`config.mk`:
```
export PLATFORM = sky130hd
export DESIGN_NAME = cube_map_face_select_unit
export DESIGN_NICKNAME = d
export VERILOG_FILES = /design/src/cmfs_pkg.sv /design/src/cube_map_face_select_unit.sv
export SDC_FILE = /design/constraint.sdc
export NUM_CORES = 2
export LEC_CHECK = 0
export ABC_AREA = 1
export BUFFER_PORTS_ARGS = -buffer_cell sky130_fd_sc_hd__buf_4
export CAP_MARGIN = 25
export CORE_MARGIN = 2
export CORE_UTILIZATION = 60
export DETAILED_ROUTE_END_ITERATION = 10
export PLACE_DENSITY = 0.76
export SYNTH_ARGS = -nofsm -noshare
export SYNTH_HDL_FRONTEND = slang
export SYNTH_SLANG_ARGS = --single-unit
```
`constraint.sdc`:
```
create_clock -name clk -period 10 [get_ports clk]
set_input_delay 0.5 -clock clk [delete_from_list [all_inputs] [get_ports clk]]
set_output_delay 0.5 -clock clk [all_outputs]
set_load 0.05 [all_outputs]
```
`src/cmfs_pkg.sv`:
```
// Package of constants and types for the cube map face selection unit.
`timescale 1ns / 1ps

package cmfs_pkg;

  localparam int COMPONENT_BITS = 16;
  localparam int COORD_BITS     = 16;

  // Magnitude width, width of a signed minor component and of the divider remainder.
  localparam int MAG_W = COMPONENT_BITS;
  localparam int NUM_W = COMPONENT_BITS + 1;
  localparam int REM_W = MAG_W + 1;

  // Register stages from an accepted beat to its result strobe.
  localparam int LATENCY = COORD_BITS + 4;

  typedef enum logic [2:0] {
    FACE_NEG_X = 3'd0,
    FACE_POS_Z = 3'd1,
    FACE_POS_X = 3'd2,
    FACE_NEG_Z = 3'd3,
    FACE_POS_Y = 3'd4,
    FACE_NEG_Y = 3'd5
  } face_t;

  typedef struct packed {
    logic             valid;
    logic             zero;
    face_t            face;
    logic [MAG_W-1:0] major;
  } ctl_t;

endpackage

```
`src/cube_map_face_select_unit.sv`:
```
// Top level of the cube map face selection unit.
`timescale 1ns / 1ps

// Cube map face selection. Each beat carries one signed direction vector; the
// unit picks the face of the axis with the largest magnitude (x wins ties over
// y, y over z) and returns the two face coordinates floor((1 + minor/major) *
// 2^(COORD_BITS-1)), saturated to the coordinate range. An all-zero vector
// returns face 0, both coordinates at one half and zero_vector set. The unit
// accepts one beat every clock cycle and busy is never raised. Each result
// appears on the out_ ports for exactly one cycle, marked by out_valid, once
// its beat has passed the input, magnitude, dividend and divider stages; the
// restoring divider resolves one quotient bit per pipeline stage for each
// coordinate. The receiver cannot stall the unit, so every result must be
// taken in the cycle it is shown.
module cube_map_face_select_unit (
  input  logic                                  clk,
  input  logic                                  rst_n,
  input  logic                                  start,
  output logic                                  busy,
  input  logic signed [cmfs_pkg::COMPONENT_BITS-1:0] in_dir_x,
  input  logic signed [cmfs_pkg::COMPONENT_BITS-1:0] in_dir_y,
  input  logic signed [cmfs_pkg::COMPONENT_BITS-1:0] in_dir_z,
  output logic                                  out_valid,
  output logic [2:0]                            out_face,
  output logic [cmfs_pkg::COORD_BITS-1:0]       out_s_coord,
  output logic [cmfs_pkg::COORD_BITS-1:0]       out_t_coord,
  output logic                                  out_zero_vector
);

  localparam int CB = cmfs_pkg::COMPONENT_BITS;
  localparam int QB = cmfs_pkg::COORD_BITS;
  localparam int MW = cmfs_pkg::MAG_W;
  localparam int NW = cmfs_pkg::NUM_W;
  localparam int RW = cmfs_pkg::REM_W;

  // The pipeline never stalls, so a beat is taken whenever start is high.
  assign busy = 1'b0;

  // Stage 1: input register.
  logic                 v1_r;
  logic signed [CB-1:0] x1_r, y1_r, z1_r;

  always_ff @(posedge clk) begin
    if (!rst_n) begin
      v1_r <= 1'b0;
    end else begin
      v1_r <= start;
    end
    x1_r <= in_dir_x;
    y1_r <= in_dir_y;
    z1_r <= in_dir_z;
  end

  // Stage 2: magnitudes, major axis, face and signed minor numerators.
  logic signed [NW-1:0] xe, ye, ze;
  logic [MW-1:0]        ax, ay, az;
  cmfs_pkg::ctl_t       c2_nxt, c2_r;
  logic signed [NW-1:0] ns2_nxt, nt2_nxt, ns2_r, nt2_r;

  always_comb begin
    xe = NW'(x1_r);
    ye = NW'(y1_r);
    ze = NW'(z1_r);
    ax = MW'(xe < 0 ? -xe : xe);
    ay = MW'(ye < 0 ? -ye : ye);
    az = MW'(ze < 0 ? -ze : ze);
    c2_nxt.valid = v1_r;
    c2_nxt.zero  = (ax == '0) && (ay == '0) && (az == '0);
    if (ax >= ay && ax >= az) begin
      c2_nxt.face  = (xe >= 0) ? cmfs_pkg::FACE_POS_X : cmfs_pkg::FACE_NEG_X;
      c2_nxt.major = ax;
      ns2_nxt      = (xe >= 0) ? -ze : ze;
      nt2_nxt      = ye;
    end else if (ay >= az) begin
      // The y faces keep the swapped top and bottom numbering.
      c2_nxt.face  = (ye >= 0) ? cmfs_pkg::FACE_POS_Y : cmfs_pkg::FACE_NEG_Y;
      c2_nxt.major = ay;
      ns2_nxt      = xe;
      nt2_nxt      = (ye >= 0) ? -ze : ze;
    end else begin
      c2_nxt.face  = (ze >= 0) ? cmfs_pkg::FACE_POS_Z : cmfs_pkg::FACE_NEG_Z;
      c2_nxt.major = az;
      ns2_nxt      = (ze >= 0) ? xe : -xe;
      nt2_nxt      = ye;
    end
  end

  always_ff @(posedge clk) begin
    if (!rst_n) begin
      c2_r.valid <= 1'b0;
    end else begin
      c2_r.valid <= c2_nxt.valid;
    end
    c2_r.zero  <= c2_nxt.zero;
    c2_r.face  <= c2_nxt.face;
    c2_r.major <= c2_nxt.major;
    ns2_r      <= ns2_nxt;
    nt2_r      <= nt2_nxt;
  end

  // Stage 3: dividends major + minor, clamped at zero. They never exceed twice
  // the major magnitude.
  logic signed [NW:0] sum_s, sum_t;
  logic [RW-1:0]      rs3_nxt, rt3_nxt, rs3_r, rt3_r;
  cmfs_pkg::ctl_t     c3_r;

  always_comb begin
    sum_s   = $signed({2'b00, c2_r.major}) + (NW+1)'(ns2_r);
    sum_t   = $signed({2'b00, c2_r.major}) + (NW+1)'(nt2_r);
    rs3_nxt = (sum_s < 0) ? '0 : RW'(sum_s);
    rt3_nxt = (sum_t < 0) ? '0 : RW'(sum_t);
  end

  always_ff @(posedge clk) begin
    if (!rst_n) begin
      c3_r.valid <= 1'b0;
    end else begin
      c3_r.valid <= c2_r.valid;
    end
    c3_r.zero  <= c2_r.zero;
    c3_r.face  <= c2_r.face;
    c3_r.major <= c2_r.major;
    rs3_r      <= rs3_nxt;
    rt3_r      <= rt3_nxt;
  end

  // Divider stages. Stage 0 resolves the quotient bit of weight 2^COORD_BITS,
  // which is set only for a ratio of exactly one. Each later stage resolves one
  // more bit against the major magnitude and doubles the remainder, which
  // always stays below twice the major magnitude.
  cmfs_pkg::ctl_t c_nxt  [0:QB];
  cmfs_pkg::ctl_t c_r    [0:QB];
  logic [RW-1:0]  rs_nxt [0:QB];
  logic [RW-1:0]  rt_nxt [0:QB];
  logic [RW-1:0]  rs_r   [0:QB];
  logic [RW-1:0]  rt_r   [0:QB];
  logic [QB:0]    qs_nxt [0:QB];
  logic [QB:0]    qt_nxt [0:QB];
  logic [QB:0]    qs_r   [0:QB];
  logic [QB:0]    qt_r   [0:QB];

  always_comb begin
    logic [RW-1:0] two_m;
    logic [RW-1:0] m_ext;
    logic          bs, bt;
    logic [RW-1:0] ds, dt;
    two_m     = {c3_r.major, 1'b0};
    c_nxt[0]  = c3_r;
    bs        = rs3_r >= two_m;
    bt        = rt3_r >= two_m;
    rs_nxt[0] = bs ? rs3_r - two_m : rs3_r;
    rt_nxt[0] = bt ? rt3_r - two_m : rt3_r;
    qs_nxt[0] = {{QB{1'b0}}, bs};
    qt_nxt[0] = {{QB{1'b0}}, bt};
    for (int k = 1; k <= QB; k++) begin
      m_ext     = {1'b0, c_r[k-1].major};
      c_nxt[k]  = c_r[k-1];
      bs        = rs_r[k-1] >= m_ext;
      bt        = rt_r[k-1] >= m_ext;
      ds        = bs ? rs_r[k-1] - m_ext : rs_r[k-1];
      dt        = bt ? rt_r[k-1] - m_ext : rt_r[k-1];
      rs_nxt[k] = {ds[RW-2:0], 1'b0};
      rt_nxt[k] = {dt[RW-2:0], 1'b0};
      qs_nxt[k] = {qs_r[k-1][QB-1:0], bs};
      qt_nxt[k] = {qt_r[k-1][QB-1:0], bt};
    end
  end

  always_ff @(posedge clk) begin
    for (int k = 0; k <= QB; k++) begin
      if (!rst_n) begin
        c_r[k].valid <= 1'b0;
      end else begin
        c_r[k].valid <= c_nxt[k].valid;
      end
      c_r[k].zero  <= c_nxt[k].zero;
      c_r[k].face  <= c_nxt[k].face;
      c_r[k].major <= c_nxt[k].major;
      rs_r[k]      <= rs_nxt[k];
      rt_r[k]      <= rt_nxt[k];
      qs_r[k]      <= qs_nxt[k];
      qt_r[k]      <= qt_nxt[k];
    end
  end

  // Result: a ratio of exactly one saturates to all ones; the zero vector
  // overrides everything with face 0 and both coordinates at one half.
  localparam logic [QB-1:0] HALF = {1'b1, {(QB-1){1'b0}}};

  assign out_valid       = c_r[QB].valid;
  assign out_zero_vector = c_r[QB].zero;
  assign out_face        = c_r[QB].zero ? 3'(cmfs_pkg::FACE_NEG_X) : 3'(c_r[QB].face);
  assign out_s_coord     = c_r[QB].zero ? HALF :
                           (qs_r[QB][QB] ? {QB{1'b1}} : qs_r[QB][QB-1:0]);
  assign out_t_coord     = c_r[QB].zero ? HALF :
                           (qt_r[QB][QB] ? {QB{1'b1}} : qt_r[QB][QB-1:0]);

endmodule

```
==> impl_metrics.tcl <==
set metrics [dict create \
    hold_ws_ns 0.0545 \
    syn_to_final_growth_pct 11.6 \
    rows 116 \
    dieWidth_um 322 \
    synthCells 7210 \
    netlist_area_um2 60700 \
    clkTransAtPathRegs_ns 0.06 \
    track_usage_pct 29.1 \
    antenna_found_initial 1 \
    wl_um 152000 \
    ys_warn_count 0 \
    overflow 0 \
    post-route-util_pct 67.6 \
    fin_nets 8060 \
    r2r.worst_path.cells 18 \
    cts_root_buf "clkbuf_16" \
    met3WireLength_um 8620 \
    reg2reg_to "c2_r[17]" \
    synth_fp_nets 7921 \
    finish.instance_area_um2 67700 \
    cts_buffers 134 \
    post_cts_buffers 0 \
    ant_nets 0 \
    slew_viol_final 0 \
    fillerInstances 8136 \
    holdPathEnd "c_r[13][20]" \
    cp.arrival_ns 5.14 \
    status "finished, final reports clean" \
    diodes 0 \
    setup_viol 0 \
    ys_types 48 \
    clock_latency_ns 0.77 \
    avgSynthCellArea_um2 8.41 \
    io_buffer_count 87 \
    ctsLongestPathBuffers 3 \
    globalplace.congestion 0.951 \
    critPathKind "register to register" \
    period_share_pct 44.6 \
    cts_num_sinks 1320 \
    fp.coreArea_um2 100000 \
    wirelength_met1_um 69300 \
    grt_pass1_vias 45363 \
    drtIter0Drc 4204 \
    grt_pass1_wl_um 240000 \
    initial_core_util_pct 60.6 \
    fp.dieH_um 322 \
    wl_met2_um 69500 \
    vias_per_cell 5.50 \
    relSlewSlack_pct 41.1 \
    holdCritStartpoint "rst_n" \
    cp_max_fo 54 \
    drc 0 \
    dpl_cell_area_um2 62100 \
    setup_tns_ns 0 \
    synthArstFlopShare_pct 0 \
    hold_viol 0 \
    regToRegSetupSlack_ns 5.54 \
    drive_gt1_share_pct 5.93 \
    rsz0062_at_grt "false" \
    critPathRequiredTime_ns 10.68 \
    r2r-start "x1_r[0]" \
    synth_area_leaders "dfxtp_1, ha_1, nand2_1, a21oi_1, inv_1" \
    holdPathStages 3 \
    fmax_mhz 224 \
    worst_pin_slew_ns 0.880 \
    finClkSkew_ns 0.0388 \
    post_cts_resized 0 \
    cts_max_level 4 \
    yosysTopAreaCell "dfxtp_1" \
    ys_seq_area_share_pct 43.6 \
    yosys.area.top_type_share_pct 43.6 \
    cap_viol_max_count 0 \
    grt_max_degree 55 \
    dr.pass1.iters 6 \
    min_period_ns 4.46 \
    start_kind "register" \
    wl_per_cell_um 17.4 \
    dr.max_layer_used "met4" \
    dr_total_vias 48141 \
    num_io_pins 89 \
    place_hpwl_um 118000 \
    hold_path.class "input pin to register" \
    tritoncts "done" \
    cp-end-kind "register" \
    synthFlopType "dfxtp_1" \
    ys_seq_elements 1320 \
    dieArea_um2 104000 \
    synth-edff-count 0 \
]
[critical path: stages, from the launching register on]
cell and delay [ns]:
dfxtp_1 0.32, inv_1 0.18, ha_1 0.26, nand3_2 0.13, nor2_2 0.16, nand3_1 0.16
inv_1 0.11, nand4_1 0.10, nand2_1 0.08, nand2_1 0.06, o21ai_0 0.63, ha_1 0.38
inv_1 0.08, nor3_1 0.06, a211oi_1 0.31, nand2_4 0.42, nand2_4 0.67, nand2_1 0.13
o21ai_1 0.11
[layout by cell type (no fill, tap or decap), drive strengths merged, types with 7 or more instances in the layout]
master	netlist	routed
nor2	548	548
nand4	48	48
a31oi	28	28
a21o	39	39
nor3	52	52
inv	655	662
o2111ai	35	35
xor2	211	211
dlygate4sd3	0	49
ha	626	626
fa	34	34
nand3	334	334
nor4	22	22
bufinv	0	22
o21ai	484	484
a21oi	743	743
a211oi	9	9
clkinvlp	0	9
nand2	1501	1501
dfxtp	1320	1320
nor4b	7	7
buf	110	98
o211ai	16	16
or2	17	17
xnor2	243	243
clkinv	0	35
a21boi	41	41
o21bai	17	17
a311oi	9	9
clkbuf	35	172
[metrics by stage]
stage | setup WS (ns) | cells
after CTS | 4.98 | 8749
after global routing | 5.18 | 8755
final | 5.54 | 8755
after detailed placement | 5.00 | 8456
after global placement | 5.04 | 8454
after floorplan | 6.87 | 7210
[logic make-up after synthesis]
family | after synthesis | share of synthesized area (%)
AOI/OAI and AO/OA | 1434 | 13.0
DFF | 1320 | 43.6
buffers and inverters | 800 | 5.58
adders and majority gates | 660 | 14.0
xor gates and xnor gates | 454 | 6.56
and+or+nand+nor | 2541 | 17.3
other | 1 | 0.00618
[final cells by class]
cell class	count	area, µm²	area share (%)
Multi-Input combinational cell	5090	30900	45.6
Sequential cell	1320	26400	39.0
Clock buffer	171	3670	5.43
Inverter	655	2460	3.63
Tap cell	1298	1620	2.40
Timing Repair Buffer	148	1350	2.00
Clock inverter	73	1300	1.91
[cell usage after synthesis (all sizes together), types with 2 or more instances]
library cell	n
nand2	1501
dfxtp	1320
a21oi	743
inv	655
ha	626
nor2	548
o21ai	484
nand3	334
xnor2	243
xor2	211
buf	110
nor3	52
nand4	48
a21boi	41
a21o	39
clkbuf	35
o2111ai	35
fa	34
a31oi	28
nor4	22
o21bai	17
or2	17
o211ai	16
a211oi	9
a311oi	9
nor4b	7
nand3b	6
o21a	6
o41ai	5
and2	3
nor3b	2
[worst max path at each step]
| stage | cells after the start | slack, ns | start | to |
|---|---|---|---|---|
| finish | 18 | 5.54 | x1_r[0] | c2_r[17] |
| floorplan | 18 | 6.87 | z1_r[0] | c2_r[1] |
| global placement | 20 | 5.04 | z1_r[15] | ns2_r[15] |
| CTS | 20 | 4.98 | z1_r[15] | ns2_r[16] |
| global route | 18 | 5.18 | x1_r[0] | c2_r[17] |
| detailed placement | 20 | 5.00 | z1_r[15] | ns2_r[16] |
[registers in the layout, indices dropped and copies added (netlist names), 16 cells and up]
| signal | flops |
|---|---|
| c_r | 341 |
| rs_r | 257 |
| z1_r | 16 |
| rs3_r | 17 |
| ns2_r | 17 |
| rt3_r | 17 |
| y1_r | 16 |
| nt2_r | 17 |
| c2_r | 21 |
| qt_r | 153 |
| x1_r | 16 |
| rt_r | 257 |
| qs_r | 153 |
| c3_r | 21 |
[timing repair]
| item | 4_1_cts | 5_1_grt |
|---|---|---|
| hold buffers | 49 | 0 |
| endpoints found under the hold margin | 49 | 0 |
| endpoints found under the setup margin | 0 | 0 |
[per-layer routing]
layer / vias to the layer above / track usage, %
met5: - / 0
met4: 0 / 10.4
li1: 24228 / -
met1: 22233 / 39.2
met3: 295 / 4.05
met2: 1385 / 47.6
Power is left out: the tool's default activity adds up to more than one toggle a clock period on the data nets, which glitch-free logic cannot reach.
